<file path="src/hw/rtl/ritoa_pkg.sv">
// Package for the radix integer to ASCII converter.
// Holds the sizes, the ASCII offsets, the divider handshake types and the digit encoder.
// Used by every module of the block but ritoa_ram; depends on nothing else.
`timescale 1ns / 1ps

package ritoa_pkg;

  localparam int VALUE_WIDTH = 64;
  localparam int MAX_DIGITS  = 64;
  localparam int STORE_DEPTH = 64;
  localparam int ADDR_W      = $clog2(STORE_DEPTH);
  localparam int CNT_W       = $clog2(MAX_DIGITS + 1);
  localparam int DIGIT_W     = 4;
  localparam int RADIX_W     = 5;
  localparam int CHAR_W      = 8;

  // The divider retires this many quotient bits per clock.
  localparam int DIV_STEPS   = 8;
  localparam int DIV_CYCLES  = (VALUE_WIDTH + DIV_STEPS - 1) / DIV_STEPS;
  localparam int DIV_W       = DIV_CYCLES * DIV_STEPS;
  localparam int DIV_CNT_W   = (DIV_CYCLES > 1) ? $clog2(DIV_CYCLES) : 1;

  localparam logic [RADIX_W-1:0] RADIX_MIN = RADIX_W'(2);
  localparam logic [RADIX_W-1:0] RADIX_MAX = RADIX_W'(16);

  localparam logic [CHAR_W-1:0] ASCII_ZERO   = CHAR_W'(48);
  localparam logic [CHAR_W-1:0] ALPHA_UP_OFS = CHAR_W'(55);
  localparam logic [CHAR_W-1:0] ALPHA_LO_OFS = CHAR_W'(87);
  localparam logic [DIGIT_W-1:0] DEC_MAX     = DIGIT_W'(9);

  typedef struct packed {
    logic                   start;
    logic [VALUE_WIDTH-1:0] dividend;
    logic [RADIX_W-1:0]     divisor;
  } div_req_t;

  typedef struct packed {
    logic                   done;
    logic [VALUE_WIDTH-1:0] quotient;
    logic [DIGIT_W-1:0]     remainder;
  } div_rsp_t;

  function automatic logic [CHAR_W-1:0] digit_char(input logic [DIGIT_W-1:0] d,
                                                   input logic upper);
    logic [CHAR_W-1:0] ofs;
    if (d > DEC_MAX) begin
      ofs = upper ? ALPHA_UP_OFS : ALPHA_LO_OFS;
    end else begin
      ofs = ASCII_ZERO;
    end
    return CHAR_W'(d) + ofs;
  endfunction

endpackage

</file>
<file path="src/hw/rtl/ritoa_ram.sv">
// Generic simple dual-port RAM with one write port and a registered read port.
// Width and depth are parameters; no dependencies.
`timescale 1ns / 1ps

module ritoa_ram #(
  parameter int WIDTH = 4,
  parameter int DEPTH = 64
) (
  input  logic                     clk,
  input  logic                     we,
  input  logic [$clog2(DEPTH)-1:0] waddr,
  input  logic [WIDTH-1:0]         wdata,
  input  logic                     re,
  input  logic [$clog2(DEPTH)-1:0] raddr,
  output logic [WIDTH-1:0]         rdata
);

  logic [WIDTH-1:0] mem [DEPTH];

  always_ff @(posedge clk) begin
    if (we) begin
      mem[waddr] <= wdata;
    end
    if (re) begin
      rdata <= mem[raddr];
    end
  end

endmodule

</file>
<file path="src/hw/rtl/ritoa_div.sv">
// Iterative divider of the value by the radix, a few quotient bits per clock.
// Depends on ritoa_pkg for sizes and the request and response types.
`timescale 1ns / 1ps

module ritoa_div (
  input  logic               clk,
  input  logic               rst,
  input  ritoa_pkg::div_req_t req,
  output ritoa_pkg::div_rsp_t rsp
);
  import ritoa_pkg::*;

  logic                 running;
  logic                 done;
  logic [DIV_CNT_W-1:0] cnt;
  logic [DIV_W-1:0]     work;
  logic [DIGIT_W-1:0]   rem;
  logic [RADIX_W-1:0]   divisor;
  logic [DIV_W-1:0]     work_next;
  logic [DIGIT_W-1:0]   rem_next;

  // Restoring division: the remainder stays below the divisor, so each
  // step is a five-bit compare and subtract. Quotient bits shift in at the
  // bottom as dividend bits leave at the top.
  always_comb begin
    logic [RADIX_W-1:0] r;
    logic [RADIX_W-1:0] t;
    logic               qb;
    work_next = work;
    r         = RADIX_W'(rem);
    for (int i = 0; i < DIV_STEPS; i++) begin
      t  = {r[RADIX_W-2:0], work_next[DIV_W-1]};
      qb = (t >= divisor);
      r  = qb ? (t - divisor) : t;
      work_next = {work_next[DIV_W-2:0], qb};
    end
    rem_next = r[DIGIT_W-1:0];
  end

  always_ff @(posedge clk) begin
    if (rst) begin
      running <= 1'b0;
      done    <= 1'b0;
      cnt     <= '0;
    end else begin
      done <= 1'b0;
      if (req.start) begin
        running <= 1'b1;
        cnt     <= '0;
        work    <= DIV_W'(req.dividend);
        rem     <= '0;
        divisor <= req.divisor;
      end else if (running) begin
        work <= work_next;
        rem  <= rem_next;
        cnt  <= cnt + 1'b1;
        if (cnt == DIV_CNT_W'(DIV_CYCLES - 1)) begin
          running <= 1'b0;
          done    <= 1'b1;
        end
      end
    end
  end

  assign rsp.done      = done;
  assign rsp.quotient  = work[VALUE_WIDTH-1:0];
  assign rsp.remainder = rem;

endmodule

</file>
<file path="src/hw/rtl/radix_integer_to_ascii.sv">
// Radix integer to ASCII: one item in, its digits out most significant first.
// Each digit is one division in the divider, which shifts the quotient in a byte at a time,
// so a valid item with D digits takes D divisions before its characters are read out;
// the next item is taken once the last character read is issued.
// A bad radix gives its single error result in the cycle after acceptance.
// Synchronous reset returns the sequencer to idle; the digit store is not cleared.
`timescale 1ns / 1ps

module radix_integer_to_ascii (
  input  logic                             clk,
  input  logic                             rst,
  input  logic                             start,
  output logic                             busy,
  input  logic [63:0]                      value,
  input  logic [ritoa_pkg::RADIX_W-1:0]    radix,
  input  logic                             uppercase,
  output logic                             strobe,
  output logic [ritoa_pkg::CHAR_W-1:0]     character,
  output logic                             last,
  output logic                             error
);
  import ritoa_pkg::*;

  typedef enum logic [1:0] {S_IDLE, S_DIV, S_READ} state_t;

  state_t              state;
  logic [CNT_W-1:0]    digit_count;
  logic [ADDR_W-1:0]   rd_ptr;
  logic                upper_q;
  logic [RADIX_W-1:0]  radix_q;
  logic                rd_pend;
  logic                rd_last;
  logic                err_pend;

  logic                accept;
  logic                radix_bad;
  logic                more;
  logic [CNT_W-1:0]    count_next;
  div_req_t            div_req;
  div_rsp_t            div_rsp;
  logic                ram_we;
  logic                ram_re;
  logic [DIGIT_W-1:0]  ram_rdata;

  assign busy       = (state != S_IDLE);
  assign accept     = start && !busy;
  assign radix_bad  = (radix < RADIX_MIN) || (radix > RADIX_MAX);
  assign count_next = digit_count + 1'b1;
  // A zero value still takes one division, which leaves the single digit 0.
  assign more       = (div_rsp.quotient != '0) && (count_next < CNT_W'(MAX_DIGITS));
  assign ram_we     = (state == S_DIV) && div_rsp.done;
  assign ram_re     = (state == S_READ);

  always_comb begin
    div_req.start    = 1'b0;
    div_req.dividend = div_rsp.quotient;
    div_req.divisor  = radix_q;
    if (state == S_IDLE) begin
      div_req.start    = accept && !radix_bad;
      div_req.dividend = value[VALUE_WIDTH-1:0];
      div_req.divisor  = radix;
    end else if (state == S_DIV) begin
      div_req.start = div_rsp.done && more;
    end
  end

  ritoa_div u_div (
    .clk (clk),
    .rst (rst),
    .req (div_req),
    .rsp (div_rsp)
  );

  ritoa_ram #(
    .WIDTH (DIGIT_W),
    .DEPTH (STORE_DEPTH)
  ) u_store (
    .clk   (clk),
    .we    (ram_we),
    .waddr (digit_count[ADDR_W-1:0]),
    .wdata (div_rsp.remainder),
    .re    (ram_re),
    .raddr (rd_ptr),
    .rdata (ram_rdata)
  );

  always_ff @(posedge clk) begin
    if (rst) begin
      state       <= S_IDLE;
      digit_count <= '0;
      rd_pend     <= 1'b0;
      rd_last     <= 1'b0;
      err_pend    <= 1'b0;
    end else begin
      rd_pend  <= 1'b0;
      rd_last  <= 1'b0;
      err_pend <= 1'b0;
      unique case (state)
        S_IDLE: begin
          if (accept) begin
            if (radix_bad) begin
              err_pend <= 1'b1;
            end else begin
              state       <= S_DIV;
              digit_count <= '0;
              upper_q     <= uppercase;
              radix_q     <= radix;
            end
          end
        end
        S_DIV: begin
          if (div_rsp.done) begin
            digit_count <= count_next;
            if (!more) begin
              state  <= S_READ;
              rd_ptr <= digit_count[ADDR_W-1:0];
            end
          end
        end
        S_READ: begin
          // Digits were stored least significant first; read them back downward.
          rd_pend <= 1'b1;
          rd_last <= (rd_ptr == '0);
          if (rd_ptr == '0) begin
            state <= S_IDLE;
          end else begin
            rd_ptr <= rd_ptr - 1'b1;
          end
        end
        default: begin
          state <= S_IDLE;
        end
      endcase
    end
  end

  assign strobe    = rd_pend || err_pend;
  assign error     = err_pend;
  assign last      = rd_last || err_pend;
  assign character = rd_pend ? digit_char(ram_rdata, upper_q) : '0;

endmodule

</file>
<file path="config.mk">
export PLATFORM = sky130hd
export DESIGN_NAME = radix_integer_to_ascii
export DESIGN_NICKNAME = d
export VERILOG_FILES = /design/src/hw/rtl/ritoa_pkg.sv /design/src/hw/rtl/ritoa_ram.sv /design/src/hw/rtl/ritoa_div.sv /design/src/hw/rtl/radix_integer_to_ascii.sv
export SDC_FILE = /design/constraint.sdc
export NUM_CORES = 1
export LEC_CHECK = 0
export ABC_AREA = 1
export ABC_CLOCK_PERIOD_IN_PS = 28500
export BUFFER_PORTS_ARGS = -buffer_cell sky130_fd_sc_hd__buf_2
export CORE_MARGIN = 3
export CORE_UTILIZATION = 45
export CTS_CLUSTER_SIZE = 25
export DETAILED_ROUTE_END_ITERATION = 8
export HOLD_SLACK_MARGIN = 0.03
export PLACE_DENSITY_LB_ADDON = 0.1
export SYNTH_ARGS = -nofsm -noshare
export SYNTH_HDL_FRONTEND = slang
export SYNTH_HIERARCHICAL = 1
export SYNTH_SLANG_ARGS = --single-unit
</file>
<file path="constraint.sdc">
create_clock -name clk -period 28.5 [get_ports clk]
set_clock_uncertainty 0.1 [all_clocks]
set_input_delay 5.7 -clock clk [delete_from_list [all_inputs] [get_ports clk]]
set_output_delay 5.7 -clock clk [all_outputs]
set_load 0.01 [all_outputs]
</file>
# After elaboration in Yosys (flattened, before gate mapping)
# Memories as Yosys holds them, arrays and structs flattened. A register that Yosys moved wholly into a read port is not among the register bits.
# Index checks and enable logic that the tools add are counted.
[totals]
register_bits = 102
mem_bits_rw = 256
input_bits = 73
out_inout_bits = 12
elab_cells = 122
n_memories = 1
[op_classes]
addsub = 12
n_lt_le_gt_ge = 12
eq_ne = 10
n_mux = 39
bitwise = 6
reduce_logical = 28
[mem_list]
columns = ["name", "depth", "width", "read_ports", "rd_clocked_by_memory_dff", "write_ports", "line", "rtl"]
rows = [
  ["u_store.mem", 64, 4, 1, 1, 1, "ritoa_ram.sv:18", "logic [WIDTH-1:0] mem [DEPTH];"],
]
[ops]
columns = ["op", "n"]
rows = [
  ["64-bit 2-to-1 mux", 2],
  ["69-bit 2-to-1 mux", 1],
  ["64-bit nonzero test", 1],
  ["5-bit greater-or-equal comparator", 8],
  ["4-bit 2-to-1 mux", 9],
  ["7-bit 2-to-1 mux", 5],
  ["4-bit subtractor", 8],
  ["6-bit 2-to-1 mux", 3],
  ["7-bit one-hot mux with 2 select lines", 1],
  ["6-bit one-hot mux with 2 select lines", 1],
  ["1-bit 2-to-1 mux", 10],
  ["2-bit 2-to-1 mux", 5],
  ["5-bit AND reduction", 2],
  ["4-bit by 8-bit adder with 8-bit output", 1],
  ["8-bit 2-to-1 mux", 1],
  ["2-bit != test, second input constant", 4],
  ["4-bit AND reduction", 2],
  ["2-bit nonzero test", 4],
  ["7-bit by 1-bit adder with 7-bit output, second input constant", 1],
  ["7-bit less-than comparator, second input constant", 1],
  ["6-bit logical NOT", 1],
  ["2-bit by 1-bit != test with 1-bit output, second input constant", 3],
  ["1-bit inverter", 6],
  ["2-bit one-hot mux with 3 select lines", 1],
  ["16 further kinds", 26],
]

# Depth between registers and ports, before layout
# Gate-level depths: netlist of the first run.
[logic_depth]
word_depth = 17
ltp_mapped = 67
ltp_nobuf = 67

# Cells and area by module
# The synthesis of the first run kept the hierarchy.
[by_module_without_submodules]
columns = ["module", "instances", "cells_each", "area_each_um2", "seq_area_each_um2"]
rows = [
  ["ritoa_ram", 1, 948, 10921.7, 7807.5],
  ["ritoa_div", 1, 613, 5089.9, 2292.2],
  ["radix_integer_to_ascii", 1, 452, 2451.1, 600.6],
]

# Worst setup path after synthesis of the first run
# OpenSTA, ideal clock, no wires.
[synth_timing]
path_kind = "register to register"
start = "reg u_div.rem[3]"
end = "reg u_div.rem[3], data pin"
setup_ns = 0.257
t_arrival_ns = 8.871
t_required_ns = 28.143
setup_slack_ns = 19.273
path_stages_with_launch = 61
n_path_buf = 0
period_less_slack_ns = 9.227
path_cell_list = "edfxtp_1 > ha_1 > a21oi_1 > nand3_4 > o21ai_0 > inv_1 > ha_1 > nand2_1 > nor2_1 > nand2_1 > nand3_2 > inv_1 > nand3_1 > nand2_1 > ha_1 > nand2_1 > nor2_1 > nand2_1 > [25 not listed] > nor2_2 > or2_1 > and2_1 > ha_1 > nand2_1 > inv_1 > nand3_1 > nand4_1 > inv_2 > nand3_1 > and2_1 > ha_1 > nand2_1 > o21a_1 > nand3b_1 > nor2_2 > nand3_1 > nand2_1"
[synth_via]
elab_chain_len = 17
word_cells_on_any_way = 24
classes_between = "add/sub (7); order compare (8); mux (9)"
[synth_lines]
columns = ["item", "line", "rtl"]
rows = [
  ["start, declared", "ritoa_div.sv:17", "logic [DIGIT_W-1:0] rem;"],
  ["start signal, assigned", "ritoa_div.sv:55", "rem <= rem_next;"],
  ["5-bit greater-or-equal comparator (*)", "ritoa_div.sv:33", "qb = (t >= divisor);"],
  ["4-bit 2-to-1 mux (*)", "ritoa_div.sv:34", "r = qb ? (t - divisor) : t;"],
  ["4-bit subtractor or 5-bit greater-or-equal comparator (tied branches)", "ritoa_div.sv:34, ritoa_div.sv:33", ""],
  ["4-bit 2-to-1 mux (*)", "ritoa_div.sv:34", ""],
  ["4-bit subtractor or 5-bit greater-or-equal comparator (tied branches)", "ritoa_div.sv:34, ritoa_div.sv:33", ""],
  ["4-bit 2-to-1 mux (*)", "ritoa_div.sv:34", ""],
  ["4-bit subtractor or 5-bit greater-or-equal comparator (tied branches)", "ritoa_div.sv:34, ritoa_div.sv:33", ""],
  ["4-bit 2-to-1 mux (*)", "ritoa_div.sv:34", ""],
  ["5-bit greater-or-equal comparator or 4-bit subtractor (tied branches)", "ritoa_div.sv:33, ritoa_div.sv:34", ""],
  ["4-bit 2-to-1 mux (*)", "ritoa_div.sv:34", ""],
  ["4-bit subtractor or 5-bit greater-or-equal comparator (tied branches)", "ritoa_div.sv:34, ritoa_div.sv:33", ""],
  ["4-bit 2-to-1 mux (*)", "ritoa_div.sv:34", ""],
  ["4-bit subtractor or 5-bit greater-or-equal comparator (tied branches)", "ritoa_div.sv:34, ritoa_div.sv:33", ""],
  ["4-bit 2-to-1 mux (*)", "ritoa_div.sv:34", ""],
  ["4-bit subtractor or 5-bit greater-or-equal comparator (tied branches)", "ritoa_div.sv:34, ritoa_div.sv:33", ""],
  ["4-bit 2-to-1 mux (*)", "ritoa_div.sv:34", ""],
  ["4-bit 2-to-1 mux (*)", "ritoa_div.sv:53", "end else if (running) begin"],
]
# Mark *: on every way between the ends. The rest lies on a longest branch, timed or not. The select of a mux whose other input is x is not followed.
# A chain may end at the register's enable or synchronous reset.

# Final worst setup path of the first run
[layout_timing]
start = "reg u_div.rem[3]"
end = "reg u_div.rem[2], data pin"
[layout_via]
elab_chain_len = 17
word_cells_on_any_way = 24
classes_between = "add/sub (7); order compare (8); mux (9)"
[layout_lines]
columns = ["item", "line"]
rows = [
  ["5-bit greater-or-equal comparator (*)", "ritoa_div.sv:33"],
  ["4-bit 2-to-1 mux (*)", "ritoa_div.sv:34"],
  ["4-bit subtractor or 5-bit greater-or-equal comparator (tied branches)", "ritoa_div.sv:34, ritoa_div.sv:33"],
  ["4-bit 2-to-1 mux (*)", "ritoa_div.sv:34"],
  ["4-bit subtractor or 5-bit greater-or-equal comparator (tied branches)", "ritoa_div.sv:34, ritoa_div.sv:33"],
  ["4-bit 2-to-1 mux (*)", "ritoa_div.sv:34"],
  ["4-bit subtractor or 5-bit greater-or-equal comparator (tied branches)", "ritoa_div.sv:34, ritoa_div.sv:33"],
  ["4-bit 2-to-1 mux (*)", "ritoa_div.sv:34"],
  ["5-bit greater-or-equal comparator or 4-bit subtractor (tied branches)", "ritoa_div.sv:33, ritoa_div.sv:34"],
  ["4-bit 2-to-1 mux (*)", "ritoa_div.sv:34"],
  ["5-bit greater-or-equal comparator or 4-bit subtractor (tied branches)", "ritoa_div.sv:33, ritoa_div.sv:34"],
  ["4-bit 2-to-1 mux (*)", "ritoa_div.sv:34"],
  ["4-bit subtractor or 5-bit greater-or-equal comparator (tied branches)", "ritoa_div.sv:34, ritoa_div.sv:33"],
  ["4-bit 2-to-1 mux (*)", "ritoa_div.sv:34"],
  ["4-bit subtractor or 5-bit greater-or-equal comparator (tied branches)", "ritoa_div.sv:34, ritoa_div.sv:33"],
  ["4-bit 2-to-1 mux (*)", "ritoa_div.sv:34"],
  ["4-bit 2-to-1 mux (*)", "ritoa_div.sv:53"],
]
# Marked as above.

==> results.txt, run 1 <==
----------------------------------------------------
[Die]
  Die Height ... 208.6 um
  Horizontal die dimension ... 208.6 um
  Total number of placement rows ... 73
  Core Region ... 40100 um2
  Die Area ... 43500 um2
  Initial standard-cell utilization of the core ... between 40 and 50%
  Total I/O pin count ... 85

[Min path]
  WHS Endpoint ... u_div/cnt[2]
  Hold path startpoint ... u_div/cnt[2]
  Number of cells on the worst hold path ... 2
  Worst Hold Class ... reg -> reg

[STA]
  Final hold vios ... 0
  Unrepaired setup endpoints after global routing ... false
  Clock period minus final worst setup slack ... 10.07 ns
  Final count of negative-setup-slack endpoints ... 0
  Normalized max-slew margin ... 28.69%
  Share of the clock period used by the worst path after layout ... 35.32%
  Fmax ... ~99 MHz
  Transition time of the tightest slew-check pin ... 1.060 ns
  Post-Route Setup TNS ... 0 ns
  Number of max-slew violations in the final report ... 0

[Synthesis]
  Largest family of logic cells by synthesized area ... simple AND/OR/NAND/NOR gates
  Top FF cell, synth ... edfxtp_1
  Proportion of synthesized chip area in sequential cells ... between 50% and 60%
  Cell count after synthesis ... 2013
  Share of synthesized cell area in full adder, half adder and majority cells ... 4.161%
  Xor-xnor portion of the synthesized cell area ... 1.091%
  Multiplexer share of the synthesized area ... 0%
  Number of synthesized register bits ... 362
  Post-synth EDFFs ... 345
  Simple-gate portion of the synthesized area ... 29.47%
  Average instance area after synthesis ... 9.172 um2
  Post-synth net total ... 2142
  Distinct cell type count after synthesis ... between 40 and 50
  Synthesized-area fraction occupied by ao, oa, aoi and oai cells ... between 2 and 2.5%
  Yosys warning total ... 6
  Netlist area before placement ... 18460 um2
  Fraction of synthesis flops using an asynchronous set or reset pin ... 0%

[Layout]
  Fraction of layout instances using a drive strength above 1 ... 9.061%
  Reg area ... 10700 um2
  Post-synthesis to final-layout area growth ... 10.79%
  Commonest non-fill, non-tap cell in the layout ... nand2_1
  Final-stage net count ... 2196
  Number of fill cells in the layout ... 3727
  Top library cells by usage in the layout, fill and taps aside ... 853 x nand2_1, 345 x edfxtp_1, 249 x nand3_1
  Total area of multi-input combinational cells ... 6800 um2
  Post-route cell area ... 20450 um2

[Route]
  Via count ... 13700
  Post-DR vias/cell ... between 5 and 6
  Final WL ... between 40000 and 50000 um
  Detailed Route Iter0 Violations ... between 1000 and 1500
  DRC violations left ... 0
  Router iterations before antenna repair ... 5
  WL/cell ... 17.66 um
  ANT nets after route ... 0

[Clocking]
  Clk sink count ... 362
  Resize count post-CTS ... 0
  Clock tree from TritonCTS ... yes
  Depth of the CTS H-tree ... 2
  Clock-pin slew reported for the worst setup and hold paths after clock tree synthesis ... 0.05 ns
  Cell at the root of the clock tree ... clkbuf_16
  Post-CTS repair timing setup buffer count ... 0
  Number of buffers created by CTS ... between 40 and 50
  Hold-fix buffers, CTS ... 0
  Clock Path Buffers ... 3
  Latest clock arrival within the worst-skew pair ... 0.55 ns

[Critical path]
  Arrival time of data at the critical path endpoint ... 10.25 ns
  Number of logic stages on the critical path including buffering ... between 60 and 70
  Slowest-stage cell, CP ... buf_4
  Category of cells accounting for the largest share of critical-path delay ... simple AND/OR/NAND/NOR gates
  Endpoint of the most critical register-to-register path ... u_div/rem[2]
  Number of buffer and inverter instances along the worst setup path ... 9
  Data required time of the critical path ... 28.68 ns
  Largest fanout on the critical path ... 65
  Most repeated library cell on the critical path ... nand2_1
  Origin of the critical flop-to-flop path ... u_div/rem[3]
  Kind of start point of the critical path ... register
  Longest individual stage delay on the worst path ... around 0.57 ns
  Flop-to-flop setup slack ... 18.43 ns
  Critical path capture point type ... register
  R2R depth ... between 60 and 70
  Setup Crit Path Kind ... reg -> reg

[Outcome]
  Run status ... complete, no violations

[Run]
  # Max-Cap Violations ... 0

[Placement]
  Final RePlAce weighted congestion ... 0.8448
  Port Buf Inserts ... slightly above 80
  Area post-placement ... about 19000 um2
  Total half-perimeter wirelength after legalization and detailed placement ... 29370 um

[GRT]
  Total global-route track usage ... 21.04%
  Antenna violations before repair ... 2
  Number of global-route vias before repair ... 13200
  Global-route wire length before repair ... between 70000 and 80000 um
  Maximum number of pins on one net before global-route repair ... 85
  GRT overflow ... 0

----------------------------------------------------
## routing by layer
metal	GRT usage [%]	up-vias	part of all wire (%)
met5	0	-	0
met4	6.120	0	2.3
met3	2.609	70	5.0
met2	34.86	376	48
met1	29.31	6434	44
li1	-	6819	-
## kinds of logic after synthesis
kind of cell             after synthesis
AND/OR/NAND/NOR                     1305
flip-flops                           362
buffers and inverters                197
AO/OA/AOI/OAI                         69
adder cells (fa/ha/maj)               56
XOR/XNOR                              23
other                                  1
## layout make-up
cell class              count  area share [%]
diodes                      1         0.01223
clock buffers              55           5.524
clock inverters            18           1.064
inverters                 109           2.012
multi-input cells        1454           33.25
flip-flops and latches    362           52.31
well taps                 525           3.211
repair buffers             99           2.618
## worst max-delay path by stage
stage	start	endpoint	slack, ns
after floorplan	u_div/rem[3]	u_div/rem[3]	19.27
after global placement	u_div/divisor[1]	u_div/rem[3]	18.88
after detailed placement	u_div/rem[3]	u_div/rem[2]	18.47
after CTS	u_div/rem[3]	u_div/rem[2]	18.42
after global routing	u_div/divisor[1]	u_div/rem[0]	17.42
final	u_div/rem[3]	u_div/rem[2]	18.43
## sequential cells by signal, summed over array words and instances (netlist names), 2 cells and up
register / count
u_div/cnt: 3
state: 2
digit_count: 7
u_store/rdata: 4
u_div/divisor: 5
u_store/mem: 256
radix_q: 5
u_div/rem: 4
rd_ptr: 6
u_div/work: 64
## through the flow
stage                     std cells  hold WS [ns]  util (%)  worst slack (ns)
after CTS                      2622        0.3712     51.01             18.42
after global routing           2622        0.3985     51.01             17.42
after floorplan                2013        0.3429         -             19.27
after global placement         2549        0.3538     47.65             18.88
after detailed placement       2549        0.3628     47.65             18.47
final                          2623        0.3696     51.01             18.43
## worst min-delay path, delay by kind of cell, from the launching register on
kind | cells | cell delay, ns
AO/OA/AOI/OAI | 1 | 0.05
AND/OR/NAND/NOR | 1 | 0.06
flip-flops | 1 | 0.31
## cells in the mapped netlist, types with 9 or more instances
cell	number	area share, %
edfxtp_1	345	56
clkbuf_1	30	0.61
o21ai_0	25	0.68
buf_2	20	0.54
inv_1	99	2.0
dfxtp_1	17	1.8
nand3_1	249	6.7
a21oi_1	31	0.84
fa_1	9	0.98
nor2_1	137	2.8
inv_2	9	0.18
nand2_1	854	17
xnor2_1	17	0.81
buf_6	23	1.4
nand4_1	19	0.64
ha_1	47	3.2
Power of run 1 is not shown: default switching activity piles up to over one toggle a cycle in this logic, so the estimate is an artifact.
==> run 2: changes to the inputs <==
--- a/config.mk
+++ b/config.mk
@@ -6,7 +6,7 @@
 export NUM_CORES = 1
 export LEC_CHECK = 0
 export ABC_AREA = 1
-export ABC_CLOCK_PERIOD_IN_PS = 28500
+export ABC_CLOCK_PERIOD_IN_PS = 10000
 export BUFFER_PORTS_ARGS = -buffer_cell sky130_fd_sc_hd__buf_2
 export CORE_MARGIN = 3
 export CORE_UTILIZATION = 45
==> constraint.sdc (replaced) <==
create_clock -name clk -period 10 [get_ports clk]
set_clock_uncertainty 0.1 [all_clocks]
set_input_delay 2 -clock clk [delete_from_list [all_inputs] [get_ports clk]]
set_output_delay 2 -clock clk [all_outputs]
set_load 0.01 [all_outputs]
==> run 2 against run 1 <==
Hold slack lost 0.0063 ns. Cell count grew 0.27%. Fmax grew 9.7%. Critical path type unchanged. Register-to-register slack lost 18 ns. Highest routed layer unchanged. Wire length grew 2.0%. Critical path depth grew 3. Count of clock-buffer cells in the layout is the same. Non-clock buffer count grew 7. Via count grew 0.53%. Sequential share of layout area shrank 0.13 points. Worst setup slack lost 18 ns. Sequential cell count is the same.
==> results.txt, run 2 (synthesized netlist as in run 1, its figures left out) <==
----------------------------------------------------
[Outcome]
  Run status ... complete, no violations

[Die]
  Initial standard-cell utilization of the core ... a little under half
  Die Area ... between 40000 and 50000 um2
  Horizontal die dimension ... roughly 210 um
  Total number of placement rows ... between 70 and 80
  Total I/O pin count ... between 80 and 90
  Core Region ... 40100 um2
  Die Height ... about 210 um

[GRT]
  Maximum number of pins on one net before global-route repair ... 101
  Number of global-route vias before repair ... approximately 13000
  GRT overflow ... 0
  Total global-route track usage ... 21.52%
  Global-route wire length before repair ... 74330 um
  Antenna violations before repair ... 1

[Clocking]
  Hold-fix buffers, CTS ... 0
  Clock Path Buffers ... 3
  Clk sink count ... 362
  Latest clock arrival within the worst-skew pair ... 0.55 ns
  Clock tree from TritonCTS ... yes
  Clock-pin slew reported for the worst setup and hold paths after clock tree synthesis ... 0.06 ns
  Cell at the root of the clock tree ... clkbuf_16
  Number of buffers created by CTS ... 40
  Depth of the CTS H-tree ... 2

[STA]
  Normalized max-slew margin ... 14.23%
  Final hold vios ... 0
  Share of the clock period used by the worst path after layout ... 91.79%
  Final count of negative-setup-slack endpoints ... 0
  Fmax ... 108.9 MHz
  Number of max-slew violations in the final report ... 0
  Transition time of the tightest slew-check pin ... approximately 1.3 ns
  Post-Route Setup TNS ... 0 ns
  Unrepaired setup endpoints after global routing ... false
  Clock period minus final worst setup slack ... 9.179 ns

[Critical path]
  Arrival time of data at the critical path endpoint ... 9.38 ns
  Critical path capture point type ... register
  Kind of start point of the critical path ... register
  Longest individual stage delay on the worst path ... 0.38 ns
  Data required time of the critical path ... 10.20 ns
  Largest fanout on the critical path ... 6
  Origin of the critical flop-to-flop path ... u_div/work[63]
  Endpoint of the most critical register-to-register path ... u_div/rem[2]
  Setup Crit Path Kind ... reg -> reg
  R2R depth ... 64
  Flop-to-flop setup slack ... ~0.82 ns
  Most repeated library cell on the critical path ... nand2_1
  Slowest-stage cell, CP ... edfxtp_1

[Layout]
  Final-stage net count ... 2202
  Largest Register ... u_store/mem
  Biggest registers after layout ... u_store/mem: 256 flops, u_div/work: 64 flops, digit_count: 7 flops
  Top library cells by usage in the layout, fill and taps aside ... 852 x nand2_1, 345 x edfxtp_1, 249 x nand3_1
  Commonest non-fill, non-tap cell in the layout ... nand2_1
  Number of flip-flops under the largest register name ... 256
  Post-synthesis to final-layout area growth ... 11.07%
  Fraction of layout instances using a drive strength above 1 ... approximately 10%

[Min path]
  Number of cells on the worst hold path ... 2
  WHS Endpoint ... u_div/cnt[1]
  Hold path startpoint ... u_div/cnt[1]
  Worst Hold Class ... reg -> reg

[Route]
  Router iterations before antenna repair ... 7
  Final WL ... 47230 um
  WL/cell ... 17.96 um
  ANT nets after route ... 0
  Detailed Route Iter0 Violations ... 1168
  Post-DR vias/cell ... approximately 5.2
  Via count ... 13770
  DRC violations left ... 0

[Placement]
  Final RePlAce weighted congestion ... 0.8648
  Total half-perimeter wirelength after legalization and detailed placement ... 29700 um
  Port Buf Inserts ... slightly above 80

[Run]
  # Max-Cap Violations ... 0

----------------------------------------------------
## run 2: cell count changes in the layout (fill, tap and decap cells not counted), sizes merged
cell,before,now
buf,99,106
bufinv,5,2
clkinv,15,17
inv,107,108
## run 2: cell type report
| cell class | count | area [um2] |
|---|---|---|
| clock buffer | 55 | 1140 |
| inverter | 109 | 411.6 |
| multi-input combinational | 1454 | 6863 |
| sequential | 362 | 10700 |
| clock inverter | 18 | 145.1 |
| fill | 3730 | 19590 |
| tap | 525 | 656.9 |
| antenna | 1 | 2.502 |
| timing repair buffer | 106 | 588.1 |
## run 2: timing repair
item / 4_1_cts / 5_1_grt
endpoints found under the setup margin: 0 / 5
gates resized for setup: 0 / 11
hold endpoints to repair: 0 / 0
buffers inserted: 0 / 3
## run 2: per-layer routing
metal,global-route usage [%],routed length (um),up-vias
li1,-,-,6803
met1,29.65,21110,6480
met2,35.21,22100,405
met3,3.634,2712,84
met4,6.443,1303,0
met5,0,0,-
## run 2: through the flow
stage          area [um2]  cells  worst slack (ns)  utilization, %  hold WS, ns
2_1_floorplan       18460   2013            0.7728               -       0.3429
3_3_place_gp        19130   2553            0.8427           47.72       0.3547
3_5_place_dp        19130   2553            0.4677           47.72       0.3579
4_1_cts             20420   2626            0.4390           50.93       0.3668
5_1_grt             20500   2629           0.01156           51.14       0.4156
6_report            20510   2630            0.8210           51.14       0.3633
## run 2: how the worst max path moves through the flow
stage,start,end,slack (ns)
detailed placement,u_div/divisor[1],u_div/rem[2],0.47
floorplan,u_div/rem[3],u_div/rem[3],0.77
global placement,u_div/divisor[1],u_div/rem[3],0.84
global route,u_div/work[63],u_div/rem[2],0.01
CTS,u_div/divisor[1],u_div/rem[2],0.44
finish,u_div/work[63],u_div/rem[2],0.82
## run 2: worst max-delay path: cells and delay by family (launching register included)
family	cells	cell delay, ns
flip-flops	1	0.38
buffers and inverters	10	0.79
XOR/XNOR	1	0.16
adder cells (fa/ha/maj)	9	2.62
AO/OA/AOI/OAI	1	0.07
AND/OR/NAND/NOR	43	4.83
Power of run 2 is left out for the same reason.
